==> src/pee_pkg.sv <==
// Shared types and constants of the prefix expression evaluator
`timescale 1ns / 1ps
package pee_pkg;

    localparam int STACK_DEPTH = 10;
    localparam int CNT_W       = $clog2(STACK_DEPTH + 1);
    localparam int IDX_W       = $clog2(STACK_DEPTH);
    localparam int DATA_W      = 32;
    localparam int SYM_W       = 8;
    localparam int DIV_CNT_W   = $clog2(DATA_W);

    localparam logic [SYM_W-1:0] SYM_ADD  = 8'h2B;
    localparam logic [SYM_W-1:0] SYM_SUB  = 8'h2D;
    localparam logic [SYM_W-1:0] SYM_MUL  = 8'h2A;
    localparam logic [SYM_W-1:0] SYM_DIV  = 8'h2F;
    localparam logic [SYM_W-1:0] SYM_ZERO = 8'h30;

    localparam logic [DATA_W-1:0] EMPTY_VALUE = '1;

    typedef struct packed {
        logic load_item;
        logic pop;
        logic cap_x;
        logic cap_y;
        logic exec;
        logic div_init;
        logic div_step;
        logic div_fix;
        logic push;
        logic emit;
    } t_dp_cmd;

    typedef struct packed {
        logic is_op;
        logic is_div;
        logic is_last;
        logic div_done;
        logic out_free;
    } t_dp_status;

endpackage

==> src/pee_datapath.sv <==
// Datapath: stack memory, operand registers, ALU, iterative divider and output register
`timescale 1ns / 1ps
module pee_datapath
    import pee_pkg::*;
(
    input  logic                i_clk,
    input  logic                i_rst_n,
    input  t_dp_cmd             i_cmd,
    output t_dp_status          o_status,
    input  logic [SYM_W-1:0]    i_symbol,
    input  logic                i_last,
    input  logic                i_out_ready,
    output logic                o_out_valid,
    output logic [DATA_W-1:0]   o_value,
    output logic [2:0]          o_flags
);

    logic [DATA_W-1:0]    r_mem [STACK_DEPTH];
    logic [DATA_W-1:0]    r_rd;
    logic                 r_empty;
    logic [CNT_W-1:0]     r_count;
    logic [SYM_W-1:0]     r_sym;
    logic                 r_last;
    logic [DATA_W-1:0]    r_x;
    logic [DATA_W-1:0]    r_y;
    logic [DATA_W-1:0]    r_res;
    logic [DATA_W-1:0]    r_quo;
    logic [DATA_W-1:0]    r_rem;
    logic [DATA_W-1:0]    r_ym;
    logic                 r_neg;
    logic                 r_zero;
    logic [DIV_CNT_W-1:0] r_div_cnt;
    logic                 r_ovf;
    logic                 r_unf;
    logic                 r_dbz;
    logic                 r_out_valid;
    logic [DATA_W-1:0]    r_out_value;
    logic [2:0]           r_out_flags;

    logic [DATA_W-1:0] popped;
    logic [DATA_W:0]   rem_sh;
    logic [DATA_W:0]   diff;
    logic [CNT_W-1:0]  cnt_dec;
    logic              full;
    logic              out_free;

    assign popped   = r_empty ? EMPTY_VALUE : r_rd;
    assign rem_sh   = {r_rem, r_quo[DATA_W-1]};
    assign diff     = rem_sh - {1'b0, r_ym};
    assign cnt_dec  = r_count - CNT_W'(1);
    assign full     = (r_count == CNT_W'(STACK_DEPTH));
    assign out_free = !r_out_valid || i_out_ready;

    always_comb begin
        o_status.is_op    = (r_sym == SYM_ADD) || (r_sym == SYM_SUB) ||
                            (r_sym == SYM_MUL) || (r_sym == SYM_DIV);
        o_status.is_div   = (r_sym == SYM_DIV);
        o_status.is_last  = r_last;
        o_status.div_done = (r_div_cnt == DIV_CNT_W'(DATA_W - 1));
        o_status.out_free = out_free;
    end

    always_ff @(posedge i_clk) begin
        if (i_cmd.push && !full) begin
            r_mem[r_count[IDX_W-1:0]] <= r_res;
        end
        if (i_cmd.pop) begin
            r_rd <= r_mem[cnt_dec[IDX_W-1:0]];
        end
    end

    always_ff @(posedge i_clk) begin
        if (!i_rst_n) begin
            r_count     <= '0;
            r_ovf       <= 1'b0;
            r_unf       <= 1'b0;
            r_dbz       <= 1'b0;
            r_out_valid <= 1'b0;
            r_empty     <= 1'b0;
            r_last      <= 1'b0;
            r_sym       <= '0;
            r_div_cnt   <= '0;
        end else begin
            if (i_cmd.load_item) begin
                r_sym  <= i_symbol;
                r_last <= i_last;
            end
            if (i_cmd.pop) begin
                if (r_count == '0) begin
                    r_empty <= 1'b1;
                    r_unf   <= 1'b1;
                end else begin
                    r_empty <= 1'b0;
                    r_count <= cnt_dec;
                end
            end
            if (i_cmd.push) begin
                if (full) begin
                    r_ovf <= 1'b1;
                end else begin
                    r_count <= r_count + CNT_W'(1);
                end
            end
            if (i_cmd.div_init) begin
                r_div_cnt <= '0;
                if (r_y == '0) begin
                    r_dbz <= 1'b1;
                end
            end
            if (i_cmd.div_step) begin
                r_div_cnt <= r_div_cnt + DIV_CNT_W'(1);
            end
            if (i_cmd.emit) begin
                r_out_valid <= 1'b1;
                r_count     <= '0;
                r_ovf       <= 1'b0;
                r_unf       <= 1'b0;
                r_dbz       <= 1'b0;
            end else if (i_out_ready) begin
                r_out_valid <= 1'b0;
            end
        end
    end

    always_ff @(posedge i_clk) begin
        if (i_cmd.load_item) begin
            r_res <= {{(DATA_W - SYM_W){1'b0}}, i_symbol} -
                     {{(DATA_W - SYM_W){1'b0}}, SYM_ZERO};
        end
        if (i_cmd.cap_x) begin
            r_x <= popped;
        end
        if (i_cmd.cap_y) begin
            r_y <= popped;
        end
        if (i_cmd.exec) begin
            unique case (r_sym)
                SYM_ADD: r_res <= r_x + r_y;
                SYM_SUB: r_res <= r_x - r_y;
                SYM_MUL: r_res <= r_x * r_y;
                default: r_res <= r_x;
            endcase
        end
        if (i_cmd.div_init) begin
            r_neg  <= r_x[DATA_W-1] ^ r_y[DATA_W-1];
            r_zero <= (r_y == '0);
            r_quo  <= r_x[DATA_W-1] ? (DATA_W'(0) - r_x) : r_x;
            r_ym   <= r_y[DATA_W-1] ? (DATA_W'(0) - r_y) : r_y;
            r_rem  <= '0;
        end
        if (i_cmd.div_step) begin
            if (!diff[DATA_W]) begin
                r_rem <= diff[DATA_W-1:0];
                r_quo <= {r_quo[DATA_W-2:0], 1'b1};
            end else begin
                r_rem <= rem_sh[DATA_W-1:0];
                r_quo <= {r_quo[DATA_W-2:0], 1'b0};
            end
        end
        if (i_cmd.div_fix) begin
            if (r_zero) begin
                r_res <= '0;
            end else if (r_neg) begin
                r_res <= DATA_W'(0) - r_quo;
            end else begin
                r_res <= r_quo;
            end
        end
        if (i_cmd.emit) begin
            r_out_value <= popped;
            r_out_flags <= {r_dbz, r_unf, r_ovf};
        end
    end

    assign o_out_valid = r_out_valid;
    assign o_value     = r_out_value;
    assign o_flags     = r_out_flags;

endmodule

==> src/pee_ctrl.sv <==
// Controller: sequences pops, arithmetic, division steps, pushes and result emission
`timescale 1ns / 1ps
module pee_ctrl
    import pee_pkg::*;
(
    input  logic       i_clk,
    input  logic       i_rst_n,
    input  logic       i_in_valid,
    output logic       o_in_ready,
    input  t_dp_status i_status,
    output t_dp_cmd    o_cmd
);

    typedef enum logic [10:0] {
        ST_IDLE     = 11'b00000000001,
        ST_POP_X    = 11'b00000000010,
        ST_POP_Y    = 11'b00000000100,
        ST_CAP_Y    = 11'b00000001000,
        ST_EXEC     = 11'b00000010000,
        ST_DIV_INIT = 11'b00000100000,
        ST_DIV_RUN  = 11'b00001000000,
        ST_DIV_FIX  = 11'b00010000000,
        ST_PUSH     = 11'b00100000000,
        ST_FIN_POP  = 11'b01000000000,
        ST_FIN_EMIT = 11'b10000000000
    } t_state;

    t_state r_state;
    t_state n_state;

    assign o_in_ready = (r_state == ST_IDLE);

    always_comb begin
        n_state = r_state;
        o_cmd   = '0;
        unique case (r_state)
            ST_IDLE: begin
                if (i_in_valid) begin
                    o_cmd.load_item = 1'b1;
                    n_state         = ST_POP_X;
                end
            end
            ST_POP_X: begin
                if (i_status.is_op) begin
                    o_cmd.pop = 1'b1;
                    n_state   = ST_POP_Y;
                end else begin
                    o_cmd.push = 1'b1;
                    n_state    = i_status.is_last ? ST_FIN_POP : ST_IDLE;
                end
            end
            ST_POP_Y: begin
                o_cmd.cap_x = 1'b1;
                o_cmd.pop   = 1'b1;
                n_state     = ST_CAP_Y;
            end
            ST_CAP_Y: begin
                o_cmd.cap_y = 1'b1;
                n_state     = i_status.is_div ? ST_DIV_INIT : ST_EXEC;
            end
            ST_EXEC: begin
                o_cmd.exec = 1'b1;
                n_state    = ST_PUSH;
            end
            ST_DIV_INIT: begin
                o_cmd.div_init = 1'b1;
                n_state        = ST_DIV_RUN;
            end
            ST_DIV_RUN: begin
                o_cmd.div_step = 1'b1;
                if (i_status.div_done) begin
                    n_state = ST_DIV_FIX;
                end
            end
            ST_DIV_FIX: begin
                o_cmd.div_fix = 1'b1;
                n_state       = ST_PUSH;
            end
            ST_PUSH: begin
                o_cmd.push = 1'b1;
                n_state    = i_status.is_last ? ST_FIN_POP : ST_IDLE;
            end
            ST_FIN_POP: begin
                o_cmd.pop = 1'b1;
                n_state   = ST_FIN_EMIT;
            end
            ST_FIN_EMIT: begin
                if (i_status.out_free) begin
                    o_cmd.emit = 1'b1;
                    n_state    = ST_IDLE;
                end
            end
            default: begin
                n_state = ST_IDLE;
            end
        endcase
    end

    always_ff @(posedge i_clk) begin
        if (!i_rst_n) begin
            r_state <= ST_IDLE;
        end else begin
            r_state <= n_state;
        end
    end

endmodule

==> src/prefix_expression_evaluator_core.sv <==
// Top level of the stack-based prefix expression evaluator
`timescale 1ns / 1ps
// Characters of a prefix expression enter one word at a time, last character first, with
// tlast on the first character of the original string. A word is taken only while the
// controller is idle. A digit or other non-operator character is pushed; '+', '-' and
// '*' pop two operands, compute and push, and '/' does so through the 32-step restoring
// divider. The final character also pops and registers the result, waiting while the
// previous result has not yet been taken. The result leaves with the overflow, underflow
// and divide by zero flags of that expression, after which stack and flags are cleared.
module prefix_expression_evaluator_core
    import pee_pkg::*;
(
    input  logic              i_clk,
    input  logic              i_rst_n,
    input  logic              i_s_axis_tvalid,
    output logic              o_s_axis_tready,
    input  logic [SYM_W-1:0]  i_s_axis_tdata,   // [7:0] symbol
    input  logic              i_s_axis_tlast,
    output logic              o_m_axis_tvalid,
    input  logic              i_m_axis_tready,
    output logic [DATA_W-1:0] o_m_axis_tdata,   // [31:0] value
    output logic [2:0]        o_m_axis_tuser    // [0] overflow_seen, [1] underflow_seen,
                                                // [2] divide_by_zero
);

    t_dp_cmd    cmd;
    t_dp_status status;

    pee_ctrl u_ctrl (
        .i_clk      (i_clk),
        .i_rst_n    (i_rst_n),
        .i_in_valid (i_s_axis_tvalid),
        .o_in_ready (o_s_axis_tready),
        .i_status   (status),
        .o_cmd      (cmd)
    );

    pee_datapath u_datapath (
        .i_clk       (i_clk),
        .i_rst_n     (i_rst_n),
        .i_cmd       (cmd),
        .o_status    (status),
        .i_symbol    (i_s_axis_tdata),
        .i_last      (i_s_axis_tlast),
        .i_out_ready (i_m_axis_tready),
        .o_out_valid (o_m_axis_tvalid),
        .o_value     (o_m_axis_tdata),
        .o_flags     (o_m_axis_tuser)
    );

endmodule
==> config.mk <==
export PLATFORM = sky130hd
export DESIGN_NAME = prefix_expression_evaluator_core
export DESIGN_NICKNAME = d
export VERILOG_FILES = /design/src/pee_pkg.sv /design/src/pee_datapath.sv /design/src/pee_ctrl.sv /design/src/prefix_expression_evaluator_core.sv
export SDC_FILE = /design/constraint.sdc
export NUM_CORES = 2
export LEC_CHECK = 0
export BUFFER_PORTS_ARGS = -buffer_cell sky130_fd_sc_hd__buf_2
export CELL_PAD_IN_SITES_DETAIL_PLACEMENT = 1
export CELL_PAD_IN_SITES_GLOBAL_PLACEMENT = 1
export CORE_MARGIN = 2
export CORE_UTILIZATION = 45
export CTS_CLUSTER_SIZE = 16
export DETAILED_ROUTE_END_ITERATION = 8
export HOLD_SLACK_MARGIN = 0.06
export PLACE_DENSITY_LB_ADDON = 0.1
export SETUP_SLACK_MARGIN = 0.1
export SYNTH_ARGS = -nofsm -noshare
export SYNTH_HDL_FRONTEND = slang
export SYNTH_SLANG_ARGS = --single-unit
export TNS_END_PERCENT = 100
==> constraint.sdc <==
create_clock -name i_clk -period 22.4 [get_ports i_clk]
set_clock_uncertainty 0.05 [all_clocks]
set_input_delay 4.48 -clock i_clk [delete_from_list [all_inputs] [get_ports i_clk]]
set_output_delay 4.48 -clock i_clk [all_outputs]
set_load 0.01 [all_outputs]
==> key figures <==
Die
  – Area of the core: 100000 um2
  – Initial core utilization: 0.454
  – Die Area: between 100000 and 150000 um2
  – Die Width: 322 um
  – Boundary Pins: 50
  – Die height: between 300 and 400 um
  – Standard-cell rows: ~120

Setup path
  – List of cells traversed by the critical path: buf_4 -> and2_1 -> fa_1 -> fa_1 -> fa_1 -> inv_1 -> fa_1 -> inv_1 -> fa_1 -> inv_1 -> fa_1 -> inv_1 -> fa_1 -> fa_1 -> ha_1 -> nand3_1 -> a2111oi_0 -> o221ai_1 -> o2111ai_1 -> a21oi_1 -> xnor2_1 -> a211oi_1 -> o21ai_1
  – Buffer and inverter count on the worst path: 5
  – Worst-path maximum fanout: 13
  – Critical R2R Capture: u_datapath.r_res[30]$_DFFE_PP_
  – Crit path max-delay cell type: edfxtp_1
  – Critical Path Sink Type: flop
  – Most prevalent standard cell on the critical path: fa_1
  – Worst endpoint required time: between 20 and 25 ns
  – Worst endpoint data arrival time: between 8 and 9 ns
  – Worst stage delay on the critical path: about 0.82 ns
  – Startpoint class of the critical path: flop
  – Crit Path Category: flop to flop
  – Worst reg-to-reg path cell count: 23
  – Reg-to-Reg Start: u_datapath.r_x[12]$_DFFE_PP_
  – Slack of the worst reg-to-reg path: around 14 ns
  – Delay-heaviest family, CP: adder cells

GRT
  – Pin count of the biggest net entering global routing: slightly above 60
  – Total global routing track utilization: 0.271
  – Wire length of the first global-routing pass: between 200000 and 250000 um
  – Vias in the first global route: roughly 33000
  – Initial antenna violation count: 5
  – Total congestion overflow after global routing: 0

Timing
  – Max transition margin: 0.351
  – Worst-margin pin slew: approximately 0.97 ns
  – Number of max-slew violations in the final report: 0
  – Max Fclk: ~120 MHz
  – Number of failing setup endpoints in the final timing report: 0
  – Final hold violation count: 0
  – Setup TNS Final: 0 ns
  – Clock period minus worst slack: about 8.2 ns
  – Worst-case hold slack: 0.385 ns
  – RSZ-0062 raised after global routing: false
  – Fin crit share: 0.364

Hold path
  – Number of stages on the worst hold path: 0
  – Startpoint of the lowest-slack hold path: u_datapath.r_ovf$_SDFFE_PP0P_
  – Hold endpoint: u_datapath.o_flags[0]$_DFFE_PP_
  – Hold WC Path Type: flop to flop

Synth
  – Count of mapped cells out of synthesis: 4003
  – Library cells used by synthesis: 96
  – Flip-flop cell with the highest count after synthesis: edfxtp_1
  – FFs w/ async S/R, synth: 0
  – Sequential-to-total area share from yosys stat: 0.399
  – Post-synth net total: 4623
  – Synthesis-stage register bit count: 615
  – Synthesized area per cell: ~11 um2
  – Yosys warning count: 0
  – Count of flip-flops with a built-in enable after synthesis: 581
  – Cell area after synthesis: about 45000 um2

Clock network
  – Clock Root Buffer: clkbuf_16
  – Resize count post-CTS: 0
  – Clock sink count: just over 600
  – H-tree lvl count: 3
  – Clock slew seen by the registers of the worst setup and hold paths: around 0.060 ns
  – Number of clock buffers inserted by TritonCTS: 70
  – Buffers from clock root to sink, at most: 3
  – Clock insertion delay at the later pin of the skew report: 0.65 ns
  – Post-CTS Hold Fix Bufs: 0
  – Number of setup buffers added after CTS: 0
  – CTS tree: built

Power and ir drop
  – Part of the total power dissipated in combinational logic: 0.117
  – Design internal power: 2120 uW
  – Worst IR Drop VDD: about 110 uV
  – Leakage power summed over all cells: about 0.020 uW
  – Clk network pwr share: 0.409
  – Switching power: slightly above 700 uW
  – Sequential fraction of design power: 0.474
  – Net switching share of the total power: 0.254
  – Areal power density over the cells: 57.4 nW/um2

Routing
  – Via Count: about 30000
  – DR pass1 iterations: 5
  – DRC violation total after the first TritonRoute iteration: between 1500 and 2000
  – Total DRC errors in the routed layout: 0
  – Overall routed net length: roughly 140000 um
  – Detailed-route wire length per cell: between 20 and 30 um
  – Post-detailed-route via-to-cell ratio: ~5.7
  – Remaining antenna violation count after routing: 0

Run
  – Number of max-capacitance violations reported: 0

Place
  – Port Buffer Count: 49
  – Sum of net half-perimeters after detailed placement: about 95000 um
  – Placer Congestion: 0.880

Layout
  – Commonest non-fill, non-tap cell in the layout: edfxtp_1
  – Proportion of layout cells with a drive suffix above 1: 0.0979
  – Commonest cells after routing, fill and taps aside: edfxtp_1, inv_1, fa_1, nand2_1, and2_1
  – Post-layout nets: around 4600
  – Area Growth Syn to Fin: 9.01%

Run status
  – Outcome: completed
-- per-layer routing --
layer / global-route usage / vias up / part of all wire
met5: 0 / - / 0
met4: 0.0842 / 0 / 0.029
met3: 0.0302 / 170 / 0.044
met2: 0.462 / 661 / 0.49
met1: 0.363 / 15900 / 0.44
li1: - / 13500 / -
-- worst max path at each step --
stage	from	endpoint	slack, ns	cells past startpoint
final	u_datapath.r_x[12]$_DFFE_PP_	u_datapath.r_res[30]$_DFFE_PP_	14.24	23
after floorplan	i_s_axis_tvalid	u_datapath.r_res[0]$_DFFE_PP_	14.74	3
after global placement	u_datapath.r_x[12]$_DFFE_PP_	u_datapath.r_res[30]$_DFFE_PP_	14.25	23
after detailed placement	u_datapath.r_x[12]$_DFFE_PP_	u_datapath.r_res[30]$_DFFE_PP_	14.17	23
after global routing	u_datapath.r_x[12]$_DFFE_PP_	u_datapath.r_res[30]$_DFFE_PP_	13.68	23
after CTS	u_datapath.r_x[12]$_DFFE_PP_	u_datapath.r_res[30]$_DFFE_PP_	14.12	23
-- synth_stat cells, drive strengths merged, types with 64 or more instances --
cell    instances  share of area
a21oi         150          0.017
and2          320          0.044
clkbuf        190          0.016
edfxtp        581           0.38
fa            410           0.18
ha            197          0.054
inv           450          0.037
mux2i          65          0.014
mux4           64          0.032
nand2         400          0.033
nor2          151          0.012
o21ai         130          0.014
xnor2         153          0.030
xor2           96          0.019
-- flip-flops by register name, indices dropped and copies added (netlist names), 3 cells and up --
register              count
u_datapath.r_mem        320
u_datapath.o_value       32
u_datapath.r_quo         32
u_datapath.r_rd          32
u_datapath.r_rem         32
u_datapath.r_res         32
u_datapath.r_x           32
u_datapath.r_y           32
u_datapath.r_ym          32
u_ctrl.r_state           11
u_datapath.r_sym          8
u_datapath.r_div_cnt      5
u_datapath.r_count        4
u_datapath.o_flags        3
-- kinds of logic after synthesis --
family                   synth area share
XOR/XNOR                           0.0487
multiplexers                       0.0466
buffers and inverters              0.0558
flip-flops                          0.399
AO/OA/AOI/OAI                      0.0804
AND/OR/NAND/NOR                     0.134
adder cells (fa/ha/maj)             0.235
-- area by class of cell --
| type | instances | area, um2 |
|---|---|---|
| fillers | 10500 | 50500 |
| multi-input cells | 2720 | 24900 |
| flip-flops and latches | 615 | 18100 |
| clock buffers | 87 | 1820 |
| inverters | 450 | 1690 |
| well taps | 1298 | 1620 |
| repair buffers | 132 | 868 |
| clock inverters | 40 | 509 |
| diodes | 1 | 2.50 |
-- power by group through the flow --
stage	Clock, uW	Sequential, uW	Combinational (uW)
after floorplan	0	1350	243
after global placement	0	1370	332
after detailed placement	0	1370	338
after CTS	1190	1340	340
after global routing	1230	1350	362
final	1160	1340	333
-- stage by stage --
| stage | total power, uW | std cells | area [um2] | utilization | setup slack (ns) |
|---|---|---|---|---|---|
| 2_1_floorplan | 1590 | 4003 | 45400 | - | 14.74 |
| 6_report | 2840 | 5343 | 49500 | 0.495 | 14.24 |
| 5_1_grt | 2940 | 5342 | 49500 | 0.495 | 13.68 |
| 4_1_cts | 2870 | 5342 | 49500 | 0.495 | 14.12 |
| 3_5_place_dp | 1710 | 5215 | 47200 | 0.472 | 14.17 |
| 3_3_place_gp | 1700 | 5215 | 47200 | 0.472 | 14.25 |
Power figures use the tool's default switching activity.
